**src/rtl/twrtc_pkg.sv**
```systemverilog
// Package with the item types, request codes and helper functions of the three-wire serial master.
`timescale 1ns / 1ps

package twrtc_pkg;

  // Width of the bit-timing tick counter; the half period is capped at its largest count.
  localparam int TICK_COUNTER_WIDTH = 8;
  localparam int TICK_MAX           = (1 << TICK_COUNTER_WIDTH) - 1;

  localparam logic [7:0] HALF_PERIOD_RESET = 8'd2;

  typedef enum logic [1:0] {
    REQ_TICK  = 2'd0,
    REQ_READ  = 2'd1,
    REQ_WRITE = 2'd2,
    REQ_SPARE = 2'd3
  } req_type_t;

  typedef struct packed {
    req_type_t   req_type;
    logic [7:0]  command_byte;
    logic [7:0]  write_data;
    logic        data_pin_in;
  } req_item_t;

  typedef struct packed {
    logic        chip_enable;
    logic        serial_clock;
    logic        data_pin_out;
    logic        data_pin_drive;
    logic        busy_res;
    logic        done_res;
    logic [7:0]  raw_read_byte;
    logic [7:0]  decimal_value;
    logic        rejected;
  } res_item_t;

  // A zero setting behaves as one; a setting beyond the counter range is capped.
  function automatic logic [TICK_COUNTER_WIDTH-1:0] eff_half(input logic [7:0] setting);
    logic [7:0] h;
    h = (setting == 8'd0) ? 8'd1 : setting;
    if (int'(h) > TICK_MAX) begin
      return TICK_COUNTER_WIDTH'(TICK_MAX);
    end
    return TICK_COUNTER_WIDTH'(h);
  endfunction

  // Low nibble plus ten times the high nibble, done with shifts and adds.
  function automatic logic [7:0] nibble_decimal(input logic [7:0] b);
    logic [7:0] hi;
    hi = {4'd0, b[7:4]};
    return (hi << 3) + (hi << 1) + {4'd0, b[3:0]};
  endfunction

endpackage

```
**src/rtl/twrtc_engine.sv**
```systemverilog
// Bit sequencer of the three-wire serial master: phase, bit timing and shift registers.
`timescale 1ns / 1ps

module twrtc_engine import twrtc_pkg::*; (
  input  logic                          clk,
  input  logic                          rst,
  input  logic                          fire,
  input  req_item_t                     item,
  input  logic [TICK_COUNTER_WIDTH-1:0] half,
  output res_item_t                     res
);

  typedef enum logic [1:0] {
    PH_IDLE,
    PH_CMD,
    PH_WDATA,
    PH_RDATA
  } phase_t;

  phase_t                        phase, phase_next;
  logic [2:0]                    bit_position, bit_position_next;
  logic [TICK_COUNTER_WIDTH-1:0] tick_counter, tick_counter_next;
  logic                          clock_high_half, clock_high_half_next;
  logic [7:0]                    outgoing_shift, outgoing_shift_next;
  logic [7:0]                    pending_data, pending_data_next;
  logic [7:0]                    incoming_shift, incoming_shift_next;
  logic                          is_read, is_read_next;
  logic [7:0]                    last_read, last_read_next;
  logic                          is_req, start, low_tick, done, drive;

  always_comb begin
    phase_next           = phase;
    bit_position_next    = bit_position;
    tick_counter_next    = tick_counter;
    clock_high_half_next = clock_high_half;
    outgoing_shift_next  = outgoing_shift;
    pending_data_next    = pending_data;
    incoming_shift_next  = incoming_shift;
    is_read_next         = is_read;
    last_read_next       = last_read;
    low_tick             = 1'b0;
    done                 = 1'b0;

    is_req = (item.req_type == REQ_READ) || (item.req_type == REQ_WRITE);
    start  = is_req && (phase == PH_IDLE);

    if (start) begin
      phase_next           = PH_CMD;
      is_read_next         = (item.req_type == REQ_READ);
      outgoing_shift_next  = item.command_byte;
      pending_data_next    = item.write_data;
      incoming_shift_next  = 8'd0;
      bit_position_next    = 3'd0;
      clock_high_half_next = 1'b0;
      tick_counter_next    = half;
    end else if (phase != PH_IDLE) begin
      if (clock_high_half) begin
        if (tick_counter >= half) begin
          clock_high_half_next = 1'b0;
          tick_counter_next    = TICK_COUNTER_WIDTH'(1);
          low_tick             = 1'b1;
        end else begin
          tick_counter_next = tick_counter + 1'b1;
        end
      end else if (tick_counter >= half) begin
        // Rising edge of the serial clock: a read samples the line here.
        clock_high_half_next = 1'b1;
        tick_counter_next    = TICK_COUNTER_WIDTH'(1);
        if (phase == PH_RDATA) begin
          incoming_shift_next = {item.data_pin_in, incoming_shift[7:1]};
        end
      end else begin
        tick_counter_next = tick_counter + 1'b1;
        low_tick          = 1'b1;
      end

      if (low_tick && (tick_counter_next >= half)) begin
        if (bit_position != 3'd7) begin
          bit_position_next   = bit_position + 3'd1;
          outgoing_shift_next = {1'b0, outgoing_shift[7:1]};
        end else begin
          bit_position_next = 3'd0;
          if (phase == PH_CMD) begin
            if (is_read) begin
              phase_next          = PH_RDATA;
              incoming_shift_next = 8'd0;
            end else begin
              phase_next          = PH_WDATA;
              outgoing_shift_next = pending_data;
            end
          end else begin
            if (phase == PH_RDATA) begin
              last_read_next = incoming_shift_next;
            end
            phase_next           = PH_IDLE;
            clock_high_half_next = 1'b0;
            tick_counter_next    = '0;
            done                 = 1'b1;
          end
        end
      end
    end
  end

  always_comb begin
    drive              = (phase_next == PH_CMD) || (phase_next == PH_WDATA);
    res.chip_enable    = (phase_next != PH_IDLE);
    res.serial_clock   = (phase_next != PH_IDLE) && clock_high_half_next;
    res.data_pin_out   = drive && outgoing_shift_next[0];
    res.data_pin_drive = drive;
    res.busy_res       = (phase_next != PH_IDLE);
    res.done_res       = done;
    res.raw_read_byte  = last_read_next;
    res.decimal_value  = nibble_decimal(last_read_next);
    res.rejected       = is_req && !start;
  end

  always_ff @(posedge clk) begin
    if (rst) begin
      phase           <= PH_IDLE;
      bit_position    <= 3'd0;
      tick_counter    <= '0;
      clock_high_half <= 1'b0;
      outgoing_shift  <= 8'd0;
      pending_data    <= 8'd0;
      incoming_shift  <= 8'd0;
      is_read         <= 1'b0;
      last_read       <= 8'd0;
    end else if (fire) begin
      phase           <= phase_next;
      bit_position    <= bit_position_next;
      tick_counter    <= tick_counter_next;
      clock_high_half <= clock_high_half_next;
      outgoing_shift  <= outgoing_shift_next;
      pending_data    <= pending_data_next;
      incoming_shift  <= incoming_shift_next;
      is_read         <= is_read_next;
      last_read       <= last_read_next;
    end
  end

  a_done_ends_busy: assert property (@(posedge clk) disable iff (rst)
    fire && res.done_res |=> phase == PH_IDLE)
    else $error("transaction finished but the sequencer did not return to idle");

  a_no_stray_step: assert property (@(posedge clk) disable iff (rst)
    !fire |=> $stable(phase) && $stable(tick_counter) && $stable(bit_position))
    else $error("sequencer state moved without an accepted transaction");

  a_reject_only_busy: assert property (@(posedge clk) disable iff (rst)
    fire && res.rejected |-> phase != PH_IDLE)
    else $error("request rejected while the sequencer was idle");

  a_idle_quiet: assert property (@(posedge clk) disable iff (rst)
    phase == PH_IDLE |-> !clock_high_half && tick_counter == '0)
    else $error("serial clock timing left active while idle");

endmodule

```
**src/rtl/three_wire_rtc_serial_master_core.sv**
```systemverilog
// Top level of the three-wire serial master: handshakes, half-period register, result register.
`timescale 1ns / 1ps

// Channel  | Direction | Handshake            | Payload
// req      | in        | req_valid/req_ready  | req_item (req_item_t)
// res      | out       | res_valid/res_ready  | res_item (res_item_t)
// cfg      | in        | cfg_valid/cfg_ready  | cfg_data (half_period_ticks, 8 bits)
//
// Every request transaction is one tick of the bit timing and yields exactly one result
// transaction. The result of a taken transaction appears in the output register on the
// next cycle; while the result side does not stall, one transaction per cycle is
// sustained, set by the single registered pass through the sequencer. Reset is synchronous:
// the sequencer goes idle, the half period returns to two and the output register is emptied.
// When the result side stalls, the request side is held off only while the output register
// is full and not being read; the configuration channel is always ready.

module three_wire_rtc_serial_master_core import twrtc_pkg::*; (
  input  logic       clk,
  input  logic       rst,
  input  logic       req_valid,
  output logic       req_ready,
  input  req_item_t  req_item,
  output logic       res_valid,
  input  logic       res_ready,
  output res_item_t  res_item,
  input  logic       cfg_valid,
  output logic       cfg_ready,
  input  logic [7:0] cfg_data
);

  logic [7:0]                    half_period_ticks;
  logic [TICK_COUNTER_WIDTH-1:0] half;
  logic                          req_fire;
  res_item_t                     res_next;

  // The output register is the only buffer: a new transaction is taken whenever it is
  // empty or is being emptied on this edge.
  assign req_ready = !res_valid || res_ready;
  assign req_fire  = req_valid && req_ready;
  assign cfg_ready = 1'b1;

  // A half period of zero counts as one, and is capped at the counter's largest count.
  assign half = eff_half(half_period_ticks);

  twrtc_engine u_engine (
    .clk  (clk),
    .rst  (rst),
    .fire (req_fire),
    .item (req_item),
    .half (half),
    .res  (res_next)
  );

  always_ff @(posedge clk) begin
    if (rst) begin
      half_period_ticks <= HALF_PERIOD_RESET;
      res_valid         <= 1'b0;
    end else begin
      if (cfg_valid && cfg_ready) begin
        half_period_ticks <= cfg_data;
      end
      if (req_fire) begin
        res_valid <= 1'b1;
      end else if (res_ready) begin
        res_valid <= 1'b0;
      end
    end
  end

  // The result payload needs no reset; it is loaded with every accepted transaction.
  always_ff @(posedge clk) begin
    if (req_fire) begin
      res_item <= res_next;
    end
  end

  a_drive_gates_data: assert property (@(posedge clk) disable iff (rst)
    res_valid && res_item.data_pin_out |-> res_item.data_pin_drive)
    else $error("data line level set while the line is released");

  a_clock_inside_enable: assert property (@(posedge clk) disable iff (rst)
    res_valid && res_item.serial_clock |-> res_item.chip_enable)
    else $error("serial clock high outside a transaction");

  a_result_follows_take: assert property (@(posedge clk) disable iff (rst)
    req_fire |=> res_valid)
    else $error("accepted transaction produced no result");

endmodule
```
**config.mk**
```make
export PLATFORM = sky130hd
export DESIGN_NAME = three_wire_rtc_serial_master_core
export DESIGN_NICKNAME = d
export VERILOG_FILES = /design/src/rtl/twrtc_pkg.sv /design/src/rtl/twrtc_engine.sv /design/src/rtl/three_wire_rtc_serial_master_core.sv
export SDC_FILE = /design/constraint.sdc
export NUM_CORES = 1
export LEC_CHECK = 0
export BUFFER_PORTS_ARGS = -buffer_cell sky130_fd_sc_hd__buf_2
export CORE_UTILIZATION = 55
export DETAILED_ROUTE_END_ITERATION = 6
export GPL_ROUTABILITY_DRIVEN = 0
export PLACE_DENSITY = 0.75
export SYNTH_ARGS = -nofsm -noshare
export SYNTH_HDL_FRONTEND = slang
export SYNTH_SLANG_ARGS = --single-unit
```
**constraint.sdc**
```tcl
create_clock -name clk -period 16.8 [get_ports clk]
set_input_delay 3.36 -clock clk [delete_from_list [all_inputs] [get_ports clk]]
set_output_delay 3.36 -clock clk [all_outputs]
set_load 0.03 [all_outputs]
```
==> metrics.txt, run 1 <==
Initial Util 58.1%; row count 31; Tcrit/Tclk final 42.6%; crit path kind in -> out; sequential fraction of the synthesis area between 40% and 50%; multi-input combinational cell area about 2300 µm²; Setup Buffers After CTS 0; port bufs 56; Layout Utilization 64.7%; # setup viols final 0; Worst Hold Slack between 0.4 and 0.5 ns; Synth Instances 475; Bufs on Longest Clock Path 2; CTS tree done; pwr/cell area 96.4 nW/µm²; Crit. End Element output port; net count after synthesis 535; Global Route Usage Sum around 25%; Async SR Flop Fraction 0%; HP Class reg -> reg; DR vias about 3.7k; Hold-fix buffers, CTS 0; ranking of synthesized cells by area dfxtp_1, edfxtp_1, ha_1; total congestion overflow 0; first-pass GRT wire length between 15,000 and 20,000 µm; syn avg cell area approximately 9.0 µm²; Main synth FF type dfxtp_1; Max FO, Critical Path 3; Layout Nets approximately 580; area grow syn2layout 11.3%; most common cell in the synthesized netlist nand2_1; minimum clock period approximately 7.2 ns; DR vias/cell 5.88; #FFs+latches synth 77; sequential cell area 1750 µm²; vias in the first global route 3,641; Fin Setup TNS 0 ns; Slew Limit Fails 0; peak supply drop between 0.04 and 0.05 mV; largest net degree at the start of global routing 41; Final Hold Viols 0; leading area contributor after synthesis dfxtp_1; Worst Path Arrival 3.79 ns; CTS Sinks 77; area of the core 7370 µm²; Routed Wire Length 9470 µm; ANT nets after route 0; Post-CTS Resized 0; DRC violations left 0; Worst-Skew Late Latency 0.36 ns; CP Launch Type primary input; HPWL Detailed 6660 µm; antenna fix cells 0; I/O pin count 58; status finished clean; number of buffers created by CTS 9; max_cap viols 0; layout cells sized above 1 17.4%; H-tree Lvls 3; Clock Tree Root clkbuf_8; Final Skew between 0.01 and 0.015 ns; Iteration-0 DRC Markers 237; setup repair after global routing missed its margin no; Die Footprint 8140 µm²; Syn. warnings 0; DRT Pass-1 Iters 4; Max-slew headroom 23.8%; top cell types by occurrence after synthesis nand2_1, dfxtp_1, a21oi_1; initial antenna violation count 0; maximum achievable frequency 0.140 GHz; Static Leak about 1.9 nW; Synth cell types 60; CTS clock-pin slew for the worst setup and hold paths around 0.080 ns; Tightest Pin Transition 1.13 ns; Critical Path RT ~13 ns; area share of the largest cell type after synthesis 26.2%; Die Wd 90.2 µm; EDFF count, synth 21; Fill cells roughly 640; die height around 90 µm; Cell Area, Synth between 4000 and 5000 µm²; wire length per cell 15.2 µm
==> report_power, final <==
part | switching [mW] | total [mW] | internal, mW
clock network | 0.0772 | 0.134 | 0.0567
logic | 0.0768 | 0.116 | 0.0390
registers | 0.00801 | 0.210 | 0.202
total | 0.162 | 0.459 | 0.297
==> placed cells by master (no fill, tap or decap), drive strengths merged, types with 3 or more instances in the layout <==
cell	synthesis	final
a21o	4	4
a21oi	48	48
a221oi	9	9
a22o	8	8
a311oi	7	7
a31oi	12	12
a41oi	8	8
and2	3	3
and3	4	4
and4	3	3
buf	11	60
clkbuf	18	9
clkinvlp	0	3
dfxtp	56	56
edfxtp	21	21
ha	27	27
inv	31	35
mux2i	9	9
nand2	59	59
nand2b	3	3
nand3	15	15
nand4	4	4
nor2	29	29
nor3	4	4
o21a	3	3
o21ai	40	40
xnor2	9	9
xor2	6	6
==> critical path, cell delays in order <==
cell	delay (ns)
buf_2	0.09
nand2b_1	0.15
buf_2	0.19
==> kinds of logic after synthesis <==
kind of cell / synth area share, %
XOR/XNOR: 3.42
AO/OA/AOI/OAI: 24.8
adder cells (fa/ha/maj): 8.85
buffers and inverters: 5.90
AND/OR/NAND/NOR: 13.9
flip-flops: 40.9
multiplexers: 2.10
other: 0.0876
==> flip-flops by register name, summed over array words and instances, names as in the netlist <==
name	cells
u_engine.last_read	8
u_engine.outgoing_shift	8
res_valid	1
u_engine.tick_counter	8
u_engine.phase	2
res_item	21
u_engine.clock_high_half	1
half_period_ticks	8
u_engine.is_read	1
u_engine.bit_position	3
u_engine.incoming_shift	8
u_engine.pending_data	8
==> per-layer routing <==
metal | global-route usage, % | vias up | share of wire (%)
met2 | 41.9 | 103 | 50
li1 | - | 1813 | -
met4 | 11.7 | 0 | 1.6
met5 | 0 | - | 0
met1 | 30.7 | 1718 | 44
met3 | 4.15 | 17 | 4.7
==> worst paths after layout <==
kind | start | end | slack [ns] | depth (start not counted)
min reg2reg | u_engine.pending_data[6]$_SDFFE_PP0P_ | u_engine.pending_data[6]$_SDFFE_PP0P_ | 0.46 | 2
max | res_ready | req_ready | 9.65 | 3
max reg2reg | half_period_ticks[1]$_SDFFE_PP1P_ | res_item[7]$_DFFE_PP_ | 10.91 | 21
min | u_engine.pending_data[6]$_SDFFE_PP0P_ | u_engine.pending_data[6]$_SDFFE_PP0P_ | 0.46 | 2
==> cell type report <==
class,count,area share [%]
multi-input cells,338,47.8
flip-flops and latches,77,36.8
repair buffers,60,6.51
clock buffers,9,2.60
well taps,99,2.60
inverters,31,2.44
clock inverters,7,1.31
==> through the flow <==
step	setup slack, ns	power, mW	area, µm²	cells
finish	9.65	0.459	4770	621
global route	9.62	0.483	4770	621
CTS	9.65	0.460	4770	621
detailed placement	9.65	0.328	4580	605
global placement	9.66	0.325	4580	605
floorplan	9.78	0.300	4280	475
No activity file was read; power rests on OpenSTA's default activity.
==> inputs of run 2 (changes only) <==
--- a/config.mk
+++ b/config.mk
@@ -5,6 +5,7 @@
 export SDC_FILE = /design/constraint.sdc
 export NUM_CORES = 1
 export LEC_CHECK = 0
+export ABC_AREA = 1
 export BUFFER_PORTS_ARGS = -buffer_cell sky130_fd_sc_hd__buf_2
 export CORE_UTILIZATION = 55
 export DETAILED_ROUTE_END_ITERATION = 6
==> constraint.sdc (replaced) <==
create_clock -name clk -period 6.59 [get_ports clk]
set_input_delay 1.318 -clock clk [delete_from_list [all_inputs] [get_ports clk]]
set_output_delay 1.318 -clock clk [all_outputs]
set_load 0.03 [all_outputs]
==> run 2 against run 1 <==
  * Count of clock-buffer cells in the layout up 2
  * Register-to-register slack worse by 9.4 ns
  * Cell area up 2.1%
  * Critical endpoint is now res_item[7]$_DFFE_PP_
  * Largest power group unchanged
==> metrics.txt, run 2 <==
sequential fraction of the synthesis area 39.8%; Synth cell types between 40 and 50; status finished clean; internal power 767 µW; Overall Power roughly 1.2 mW; crit path buf inv count 5; grt peak-use layer met2; number of buffers created by CTS 9; Cell Area, Synth 4400 µm²; part of the power in registers 46.7%; Iteration-0 DRC Markers 251; HPWL Detailed roughly 6700 µm; max_cap viols 0; die height 91.4 µm; Post-CTS Resized 0; Clock Tree Root clkbuf_8; Critical-path top delay cell fa_1; Async SR Flop Fraction 0%; Critical Path RT between 6 and 7 ns; Hold-fix buffers, CTS 0; pwr/cell area 243 nW/µm²; ranking of synthesized cells by area dfxtp_1, edfxtp_1, nand2_1; top cell types by occurrence after synthesis nand2_1, inv_1, a21oi_1, dfxtp_1, nor2_1; most common cell after layout, fill and taps aside nand2_1; GRT met3 Usage roughly 5.7%; vias in the first global route approximately 3.7k; row count 32; Tightest Pin Transition 0.799 ns; net switching power figure 415 µW; port bufs 56; met1 Use GR 33.4%; peak supply drop 0.151 mV; antenna fix cells 0; minimum clock period 5.05 ns; EDFF count, synth 21; switching part of the total 35.1%; largest net degree at the start of global routing 36; #FFs+latches synth between 70 and 80; Routed Wire Length around 9400 µm; Top cell by count, worst path nand2_1; Worst-Skew Late Latency 0.37 ns; initial antenna violation count 0; Max-slew headroom 46.7%; area share of the largest cell type after synthesis 25.5%; Crit. End Element flip-flop; DR vias 3,822; delay-heaviest family, CP simple AND/OR/NAND/NOR gates; max reg flops 21; most common cell in the synthesized netlist nand2_1; setup repair after global routing missed its margin no; Final Skew 0.0166 ns; crit path kind reg -> reg; layout cells sized above 1 18.1%; CTS tree done; Tcrit/Tclk final about three quarters; total congestion overflow 0; most frequent cells in the layout nand2_1, inv_1, a21oi_1, dfxtp_1, buf_2; # setup viols final 0; Syn. warnings 0; first-pass GRT wire length about 16,000 µm; HP Class reg -> reg; Die Wd 91.4 µm; Top reg by flops res_item; Max FO, Critical Path 17; area grow syn2layout 10.6%; Worst Path Arrival between 5 and 6 ns; DR vias/cell 5.23; leading area contributor after synthesis dfxtp_1; DRT Pass-1 Iters 5; Global Route Usage Sum 24.5%; maximum achievable frequency between 0.15 and 0.2 GHz; Clock Power Share 27.4%; I/O pin count 58; area of the core 7730 µm²; ANT nets after route 0; Layout Nets 684; CTS Sinks 77; Main synth FF type dfxtp_1; net count after synthesis 637; Bufs on Longest Clock Path 2; DRC violations left 0; Fill cells between 600 and 700; syn avg cell area 7.62 µm²; Slew Limit Fails 0; Static Leak 2.32 nW; met2 usage between 30% and 40%; Worst path max stage delay ~0.4 ns; Synth Instances 577; wire length per cell approximately 13 µm; Setup Buffers After CTS 0; Comb power frac 26.0%; H-tree Lvls 3; Fin Setup TNS 0 ns; CTS clock-pin slew for the worst setup and hold paths 0.08 ns; Initial Util 56.9%; Layout Utilization a little over three fifths; Final Hold Viols 0; Die Footprint 8360 µm²; CP Launch Type flip-flop
==> run 2: changes by cell type in the layout (fill, tap and decap cells not counted), moves of 9 or more <==
| cell | previous run | this run |
|---|---|---|
| inv_2 | 0 | 9 |
| o21ai_0 | 29 | 43 |
| nor2_1 | 28 | 55 |
| inv_1 | 31 | 78 |
| a21oi_1 | 47 | 56 |
| mux2i_1 | 9 | 0 |
| nand2_1 | 59 | 108 |
| nand2_2 | 0 | 13 |
| a221oi_1 | 9 | 0 |
==> run 2: final timing paths <==
kind	end	startpoint	slack (ns)	cells past startpoint
max	res_item[7]$_DFFE_PP_	half_period_ticks[7]$_SDFFE_PP0P_	1.54	30
min	u_engine.outgoing_shift[7]$_SDFFE_PP0P_	u_engine.outgoing_shift[7]$_SDFFE_PP0P_	0.47	2
max reg2reg	res_item[7]$_DFFE_PP_	half_period_ticks[7]$_SDFFE_PP0P_	1.54	30
min reg2reg	u_engine.outgoing_shift[7]$_SDFFE_PP0P_	u_engine.outgoing_shift[7]$_SDFFE_PP0P_	0.47	2
==> run 2: final cells by class <==
class	count	area, µm²	area share, %
tap	102	128	2.62
inverter	88	330	6.79
multi-input combinational	392	2210	45.4
timing repair buffer	56	280	5.76
clock inverter	5	36.3	0.746
sequential	77	1750	36.0
clock buffer	11	131	2.70
==> run 2: worst min-delay path: cells and delay by family, from the launching register on <==
| family | cells | cell delay [ns] |
|---|---|---|
| compound gates | 1 | 0.06 |
| buf+inv | 1 | 0.06 |
| flops | 1 | 0.30 |
==> run 2: logic make-up (layout without fill, tap and decap cells) <==
kind of cell	count (synthesis)	in the layout	synth area share, %
compound gates	137	137	17.3
flops	77	77	39.8
xor+xnor	3	3	0.598
other cells	1	1	0.0853
fa+ha+maj	28	28	8.14
buf+inv	108	160	9.96
simple gates	223	223	24.1
==> run 2: layer usage <==
layer / vias to the layer above / wire (µm)
met5: - / 0
met4: 0 / 131
met3: 13 / 391
met2: 83 / 4250
met1: 1751 / 4670
li1: 1975 / -
==> run 2: power by group through the flow <==
stage / registers (mW) / clock network, mW / logic [mW]
floorplan: 0.583 / 0 / 0.215
global placement: 0.560 / 0 / 0.298
detailed placement: 0.562 / 0 / 0.305
CTS: 0.551 / 0.328 / 0.306
global route: 0.556 / 0.350 / 0.347
finish: 0.552 / 0.323 / 0.307
==> run 2: per-stage QoR <==
stage	setup slack, ns	area (µm²)	hold slack (ns)	instances
floorplan	2.16	4400	0.430	577
global placement	1.87	4700	0.444	715
detailed placement	1.60	4700	0.460	715
CTS	1.58	4860	0.473	731
global route	0.963	4860	0.489	731
finish	1.54	4860	0.469	731
